==> src/rtl/lkvc_pkg.sv <==
// Package: types, constants and state codes for the LRU key/value cache.
`timescale 1ns / 1ps
package lkvc_pkg;
  localparam int Entries = 16;
  localparam int IdxW = $clog2(Entries);
  localparam int AgeW = IdxW;
  localparam int CntW = IdxW + 1;
  localparam int DataW = 32;
  localparam logic [DataW-1:0] MissValue = '1;
  localparam logic FuncGet = 1'b0;
  localparam logic FuncSet = 1'b1;

  typedef enum logic [1:0] {
    ST_IDLE,
    ST_LOOKUP
  } state_t;

  typedef struct packed {
    logic load;
    logic update;
    logic result_set;
    logic result_clear;
  } ctrl_cmd_t;

  typedef struct packed {
    logic is_set;
    logic result_full;
  } ctrl_status_t;
endpackage

==> src/rtl/lkvc_ctrl.sv <==
// Controller: sequences one transaction through lookup and result.
`timescale 1ns / 1ps
module lkvc_ctrl (
  input  logic                  clk,
  input  logic                  rst,
  input  logic                  in_fire,
  input  logic                  out_fire,
  input  lkvc_pkg::ctrl_status_t status,
  output lkvc_pkg::ctrl_cmd_t    cmd,
  output logic                  busy
);
  import lkvc_pkg::*;
  state_t state, state_next;

  always_ff @(posedge clk) begin
    if (rst) state <= ST_IDLE;
    else state <= state_next;
  end

  always_comb begin
    state_next = state;
    case (state)
      ST_IDLE: if (in_fire) state_next = ST_LOOKUP;
      ST_LOOKUP: begin
        if (status.is_set || !status.result_full || out_fire) state_next = ST_IDLE;
      end
      default: state_next = ST_IDLE;
    endcase
  end

  always_comb begin
    cmd = '0;
    busy = 1'b1;
    cmd.result_clear = out_fire;
    case (state)
      ST_IDLE: begin
        busy = 1'b0;
        cmd.load = in_fire;
      end
      ST_LOOKUP: begin
        cmd.update = status.is_set;
        cmd.result_set = !status.is_set && (!status.result_full || out_fire);
      end
      default: busy = 1'b1;
    endcase
  end
endmodule

==> src/rtl/lkvc_dpath.sv <==
// Datapath: entry storage, parallel key match, age update, result register.
`timescale 1ns / 1ps
module lkvc_dpath (
  input  logic                        clk,
  input  logic                        rst,
  input  logic [4:0]                  capacity,
  input  logic                        func,
  input  logic signed [31:0]          key,
  input  logic signed [31:0]          value,
  input  lkvc_pkg::ctrl_cmd_t          cmd,
  output lkvc_pkg::ctrl_status_t       status,
  output logic signed [31:0]          read_value,
  output logic                        hit,
  output logic                        valid
);
  import lkvc_pkg::*;
  logic             op_set;
  logic [DataW-1:0] op_key, op_val;
  logic [DataW-1:0] keys [Entries];
  logic [DataW-1:0] vals [Entries];
  logic [Entries-1:0] ev;
  logic [AgeW-1:0]  age [Entries];
  logic [CntW-1:0]  occ;
  logic [Entries-1:0] match;
  logic             found, full, use_free, have_slot;
  logic [IdxW-1:0]  mslot, oslot, fslot, slot;
  logic             fany;
  logic [CntW-1:0]  cap_eff, limit;

  always_ff @(posedge clk) begin
    if (cmd.load) begin
      op_set <= (func == FuncSet);
      op_key <= key;
      op_val <= value;
    end
  end

  assign status.is_set = op_set;
  assign status.result_full = valid;

  always_comb begin
    mslot = '0; oslot = '0; fslot = '0; fany = 1'b0;
    for (int i = 0; i < Entries; i++) begin
      match[i] = ev[i] && (keys[i] == op_key);
      if (match[i]) mslot = IdxW'(i);
      if (ev[i] && age[i] == AgeW'(occ - CntW'(1))) oslot = IdxW'(i);
    end
    for (int i = Entries - 1; i >= 0; i--)
      if (!ev[i]) begin
        fslot = IdxW'(i);
        fany = 1'b1;
      end
  end

  assign found = |match;
  always_comb begin
    cap_eff = capacity;
    if (capacity == 5'd0) cap_eff = CntW'(1);
    if (capacity > 5'(Entries)) cap_eff = CntW'(Entries);
  end
  assign full = occ >= cap_eff;
  assign use_free = !found && !full;
  assign have_slot = found || (full ? (occ != '0) : fany);
  assign slot = found ? mslot : (full ? oslot : fslot);
  assign limit = found ? CntW'(age[mslot]) : (full ? occ - CntW'(1) : CntW'(Entries));

  always_ff @(posedge clk) begin
    if (rst) begin
      ev <= '0;
      occ <= '0;
      for (int i = 0; i < Entries; i++) age[i] <= '0;
    end else if (cmd.update && have_slot) begin
      for (int i = 0; i < Entries; i++)
        if (IdxW'(i) != slot && ev[i] && CntW'(age[i]) < limit)
          age[i] <= age[i] + AgeW'(1);
      age[slot] <= '0;
      if (use_free) begin
        ev[slot] <= 1'b1;
        occ <= occ + CntW'(1);
      end
    end
  end

  always_ff @(posedge clk) begin
    if (cmd.update && have_slot) begin
      keys[slot] <= op_key;
      vals[slot] <= op_val;
    end
  end

  always_ff @(posedge clk) begin
    if (rst) valid <= 1'b0;
    else if (cmd.result_set) valid <= 1'b1;
    else if (cmd.result_clear) valid <= 1'b0;
  end

  always_ff @(posedge clk) begin
    if (cmd.result_set) begin
      hit <= found;
      read_value <= found ? vals[mslot] : MissValue;
    end
  end
endmodule

==> src/rtl/lru_key_value_cache.sv <==
// Top level: LRU key/value cache with valid/ready channels.
`timescale 1ns / 1ps
// Fully associative 16-entry LRU key/value store. One transaction at a time,
// each passing through the accept, then a lookup state in which all keys are
// compared in parallel and the entry or the result register is updated, so a
// new transaction is not accepted until the earlier lookup state ends. A get's
// result is registered at the end of its lookup and sits in an output register
// until taken; input keeps being accepted meanwhile, and only a following get
// stalls in its lookup state until the earlier result is taken. A set gives no result.
// Capacity may be written only while idle.
module lru_key_value_cache (
  input  logic               clk,
  input  logic               rst,
  input  logic               cfg_we,
  input  logic [4:0]         cfg_wdata,
  input  logic               in_valid,
  output logic               in_ready,
  input  logic               func,
  input  logic signed [31:0] key,
  input  logic signed [31:0] value,
  output logic               out_valid,
  input  logic               out_ready,
  output logic signed [31:0] read_value,
  output logic               hit
);
  import lkvc_pkg::*;
  logic [4:0] capacity;
  ctrl_cmd_t cmd;
  ctrl_status_t status;
  logic busy;

  always_ff @(posedge clk) begin
    if (rst) capacity <= 5'd16;
    else if (cfg_we) capacity <= cfg_wdata;
  end

  assign in_ready = !busy;

  lkvc_ctrl u_ctrl (
    .clk, .rst,
    .in_fire(in_valid && in_ready),
    .out_fire(out_valid && out_ready),
    .status, .cmd, .busy
  );

  lkvc_dpath u_dpath (
    .clk, .rst, .capacity, .func, .key, .value, .cmd, .status,
    .read_value, .hit, .valid(out_valid)
  );

  a_result_hold: assert property (@(posedge clk) disable iff (rst)
    (out_valid && !out_ready) |=> (out_valid && $stable(read_value) && $stable(hit)))
    else $error("result dropped or changed while waiting");
  a_miss_value: assert property (@(posedge clk) disable iff (rst)
    (out_valid && !hit) |-> (read_value == -32'sd1)) else $error("miss value");
  a_busy_after: assert property (@(posedge clk) disable iff (rst)
    (in_valid && in_ready) |=> !in_ready) else $error("not busy after accept");
endmodule

==> config.mk <==
export PLATFORM = sky130hd
export DESIGN_NAME = lru_key_value_cache
export DESIGN_NICKNAME = d
export VERILOG_FILES = /design/src/rtl/lkvc_pkg.sv /design/src/rtl/lkvc_ctrl.sv /design/src/rtl/lkvc_dpath.sv /design/src/rtl/lru_key_value_cache.sv
export SDC_FILE = /design/constraint.sdc
export NUM_CORES = 2
export LEC_CHECK = 0
export ABC_CLOCK_PERIOD_IN_PS = 7110
export BUFFER_PORTS_ARGS = -buffer_cell sky130_fd_sc_hd__buf_2
export CAP_MARGIN = 40
export CORE_UTILIZATION = 59
export DETAILED_ROUTE_END_ITERATION = 10
export PLACE_DENSITY = 0.74
export SLEW_MARGIN = 0
export SYNTH_ARGS = -nofsm -noshare
export SYNTH_HDL_FRONTEND = slang
export SYNTH_HIERARCHICAL = 1
export SYNTH_SLANG_ARGS = --single-unit
export TNS_END_PERCENT = 100
==> constraint.sdc <==
create_clock -name clk -period 7.11 [get_ports clk]
set_input_delay 0.3555 -clock clk [delete_from_list [all_inputs] [get_ports clk]]
set_output_delay 0.3555 -clock clk [all_outputs]
set_load 0.05 [all_outputs]
Word level (Yosys, flattened, before mapping)
Memory sizes are Yosys's and may differ from the RTL's. A register that Yosys moved wholly into a read port is not among the register bits.
Cells that the tools add are included.
Storage, ports and cells
  register bits: 95
  latch bits: 0
  bits in writable memories: 1088
  memory bits (read-only): 0
  output and inout bits: 35
  memories kept: 3
Memories
  u_dpath.keys: depth 16, bits a word 32, rd ports 16, clocked after memory_dff 0, wr ports 1, line lkvc_dpath.sv:19  | logic [DataW-1:0] keys [Entries];
  u_dpath.vals: depth 16, bits a word 32, rd ports 1, clocked after memory_dff 1, wr ports 1, line lkvc_dpath.sv:20  | logic [DataW-1:0] vals [Entries];
  u_dpath.age: depth 16, bits a word 4, rd ports 17, clocked after memory_dff 0, wr ports 17, line lkvc_dpath.sv:22  | logic [AgeW-1:0] age [Entries];
Cells by class
  $add $sub $neg: 18
  $mul: 0
  divide/modulo/power cells: 0
  $lt $le $gt $ge: 20
  equal/unequal tests: 49
  shift operators: 0
  multiplexer cells: 164
  bitwise logic cells: 17
  reduce and logical (&&, ||, !) cells: 86
Operators with widths (number)
  32-bit equality test: 16
  4-bit two-way mux: 50
  1-bit two-way mux: 93
  4-bit by 5-bit less-than comparator with 1-bit output: 16
  1-bit logical AND: 69
  4-bit by 1-bit adder with 4-bit output (second input constant): 16
  4-bit equality test: 15
  4-bit != test (first input constant): 8
  3-bit two-way mux: 8
  5-bit two-way mux: 4
  3-bit by 4-bit != test with 1-bit output (first input constant): 4
  1-bit bitwise OR: 16
  16-bit bitwise OR: 1
  16-bit OR reduction: 1
  2-bit two-way mux: 7
  2-bit by 4-bit != test with 1-bit output (first input constant): 2
  5-bit by 1-bit adder with 5-bit output (second input constant): 1
  5-bit greater-or-equal comparator: 1
  5-bit greater-than comparator (second input constant): 1
  1-bit logical NOT: 5
  5-bit logical NOT: 1
  4-bit by 5-bit less-than comparator with 1-bit output (second input constant): 1
  5-bit nonzero test: 1
  5-bit by 1-bit subtractor with 5-bit output (second input constant): 1
  other kinds (11): 16

Longest topological paths before layout
  depth in word-level cells: 28
  depth in mapped cells: 24

By module
The synthesis kept the hierarchy.
By module, submodules not included
  lkvc_dpath: times used 1, cells each 3755, area each 54563.6 µm², sequential area each 35414.0 µm²
  lru_key_value_cache: times used 1, cells each 19, area each 197.7 µm², sequential area each 100.1 µm²
  lkvc_ctrl: times used 1, cells each 8, area each 76.3 µm², sequential area each 20.0 µm²

Least setup slack after synthesis
OpenSTA, ideal clock, no wires.
  path type: reg-to-reg
  from: register u_dpath.op_key[27]
  to: memory u_dpath/age[6][0] (netlist bit)
  setup time: 72 ps
  data arrival time: 6420 ps
  setup slack: 619 ps
  cell stages (with the launch flop): 24
  cell sequence: edfxtp_1 > buf_2 > xnor2_2 > nand4_1 > or4_1 > or4b_4 > nor2b_1 > o221ai_2 > nor2b_1 > clkbuf_1 > clkbuf_1 > buf_1 > buf_2 > nand2_1 > nand2_1 > mux2i_1 > o21ai_0 > ha_1 > nor3_1 > nor2_1 > o41ai_4 > maj3_2 > o21ai_1 > mux2i_1
RTL lines
  from (decl): line lkvc_dpath.sv:18  | logic [DataW-1:0] op_key, op_val;
  from (signal assigned): line lkvc_dpath.sv:33  | op_key <= key;
  to (decl): line lkvc_dpath.sv:22

==> metrics.txt <==
status=completed; post-synthesis async set-or-reset flop share=0%; layout cells sized above 1=14.3%; Max-cap violations=0; Initial Util=59.7%; H-tree levels=3; Data arrival, critical path=between 6 and 7 ns; clock-pin slew on the worst setup and hold paths=0.06 ns; Synth Instances=3782; Routed WL=145000 µm; VDD IR-drop max=0.266 mV; die area=~0.094 mm²; Clock Latency Late Sink=0.73 ns; final number of max-transition violations=0; overall global routing resource usage=30.8%; Sink Count=1214; Setup CP Type=reg2reg; Mean Syn Cell Area=14.5 µm²; vias in the first global route=~33000; cts bufs inserted=118; Min-Delay Path Class=in2reg; DIE HEIGHT=307 µm; top post-synthesis cells by area=edfxtp_1, mux2i_1, xor2_1; Final Wtd Congestion=0.965; Final #Nets=~4200; Critical Path RT=7.76 ns; Final HPWL DP=91400 µm; initial antenna violation count=5; Main synth FF type=edfxtp_1; Worst slew margin=33.4%; DR WL/cell=26.6 µm; flops & latches, synth=1214; Core Region=0.0918 mm²; EDFF count, synth=1122; number of top-level pins=110; largest net degree at the start of global routing=131; fmax=158 MHz; first-pass GRT wire length=214000 µm; clk_skew=around 0.027 ns; row count=111; LEAKAGE=21.5 nW; area delta synth->final=14.7%; Fin Setup TNS=0 ns; Final Cycle Share=89.0%; Seq/Total Area, Yosys=64.8%; RSZ-0062 raised after global routing=no; Post-DRT Antenna Nets=0; post-synth top area share=61.4%; Hold Fails Final Rpt=0; # DRC=0; Die X-Extent=307 µm; total power draw=15.2 mW; routed vias=between 30000 and 40000; yosys warns=6; Clock Path Buffers=3; PD cells=about 240 mW/mm²; Post-Syn Area=between 0.05 and 0.06 mm²; worst-path fanout max=13; post-CTS resize count=0; post-synth net total=just under 4000; DR pass1 iterations=6; post-synth top area cell=edfxtp_1; post-layout min period=6.33 ns; root buf cell=clkbuf_16; drt initial violations=3970; CP Launch Type=register; PortBufs=109; post-synth cell types=88; Final setup viols=0; TritonCTS clock tree=yes; CP Capture Type=register; grt total ovfl=0; Least-Margin Pin Slew=0.999 ns; drt via density=6.30
-- logic make-up after synthesis --
group | count (synthesis) | synth area share, %
XOR/XNOR | 577 | 9.75
flip-flops | 1214 | 64.8
adder cells (fa/ha/maj) | 70 | 1.56
buffers and inverters | 224 | 1.94
multiplexers | 465 | 8.57
AND/OR/NAND/NOR | 922 | 8.94
AO/OA/AOI/OAI | 310 | 4.43
-- Yosys cell counts (16+ instances only) --
cell / n
clkbuf_1: 61
o311a_1: 16
a21oi_1: 76
or4_1: 18
and2_1: 24
nand3_1: 49
a211oi_1: 34
o21bai_1: 34
nor3_1: 80
o21ai_0: 39
nor4_1: 164
nor2_1: 178
o211ai_1: 19
or3_1: 36
edfxtp_1: 1122
nand4_1: 100
xnor2_1: 150
dfxtp_1: 92
xor2_1: 403
mux2i_1: 427
buf_2: 95
inv_1: 41
xnor3_1: 17
nand2_1: 176
ha_1: 56
mux2_2: 38
nand2b_1: 17
-- final timing paths --
path / start / to / slack [ns] / cells past startpoint
worst max-delay path: u_dpath/op_key[28] / u_dpath/age[12][0] / 0.78 / 25
worst min-delay path: out_ready / u_dpath/valid / 0.1 / 5
worst max register to register: u_dpath/op_key[28] / u_dpath/age[12][0] / 0.78 / 25
worst min register to register: u_dpath/valid / u_dpath/valid / 0.54 / 2
-- through the flow --
| stage | instance area [µm²] | hold WS [ns] | cells | worst slack (ns) | utilization [%] |
|---|---|---|---|---|---|
| 4_1_cts | 62900 | 0.0704 | 5436 | 0.873 | 68.5 |
| 6_report | 62900 | 0.0988 | 5437 | 0.780 | 68.5 |
| 3_3_place_gp | 58100 | 0.480 | 5134 | 0.530 | 63.2 |
| 2_1_floorplan | 54800 | 0.428 | 3782 | 0.619 | - |
| 3_5_place_dp | 58200 | 0.492 | 5142 | 0.909 | 63.4 |
| 5_1_grt | 62900 | 0.165 | 5437 | 0.453 | 68.5 |
-- area by class of cell --
cell class                      instances  area (µm²)
Inverter                               41         154
Timing Repair Buffer                  375        3370
Multi-Input combinational cell       2344       18400
Clock buffer                          139        3040
Sequential cell                      1214       35500
Antenna cell                            1        2.50
Tap cell                             1243        1560
Clock inverter                         80         900
Fill cell                            6208       28900
-- power by group --
| part | internal, mW | switching, mW | leakage (nW) |
|---|---|---|---|
| Combinational | 0.303 | 0.526 | 8.78 |
| Sequential | 7.86 | 0.0885 | 10.8 |
| Clock | 3.65 | 2.73 | 1.91 |
| Total | 11.8 | 3.34 | 21.5 |
-- cells in the final DEF (no fill, tap or decap), drive strengths merged, types with 38 or more instances in the layout --
cell type       n
inv            47
a21oi          77
mux2i         427
edfxtp       1122
dlygate4sd3    75
nand4         100
xnor2         156
clkinv         52
ha             56
nor3           80
nand3          49
dfxtp          92
xor2          403
o21ai          54
nor4          165
buf           299
nor2          179
clkbuf        139
mux2           38
nand2         176
-- worst max-delay path, cell delays in order (launching register included) --
cell and delay, ns:
edfxtp_1 0.81, buf_4 0.23, buf_4 0.24, xor2_1 0.14
nor4b_1 0.29, nand4_1 0.19, or4_1 0.72, nor2_1 0.32
o31a_1 0.28, o31ai_4 0.14, buf_8 0.21, mux2i_1 0.17
mux2i_1 0.13, mux2i_1 0.17, nor2_1 0.05, a31oi_1 0.14
mux2i_1 0.10, o21ai_1 0.19, buf_4 0.26, ha_1 0.27
nor2_1 0.06, nor2_1 0.18, o41ai_4 0.13, maj3_2 0.36
o21ai_2 0.23, mux2i_1 0.22
-- state kept, by name, indices dropped and copies added, names as in the netlist --
register / cells
u_dpath/age: 64
u_dpath/hit: 1
u_dpath/vals: 512
u_dpath/read_value: 32
u_dpath/keys: 512
u_ctrl/state: 1
u_dpath/op_set: 1
u_dpath/occ: 5
u_dpath/op_val: 32
capacity: 5
u_dpath/ev: 16
u_dpath/valid: 1
u_dpath/op_key: 32
-- per-layer routing --
layer	GRT usage [%]	wire (µm)
met2	47.1	65400
met1	44.4	59800
met4	10.6	4740
met3	5.76	14800
met5	0	22
-- timing repair --
action / in CTS / in global routing
hold buffers: 75 / 0
hold endpoints to repair: 70 / 0
setup buffers: 0 / 0
(Power assumes the default switching activity.)
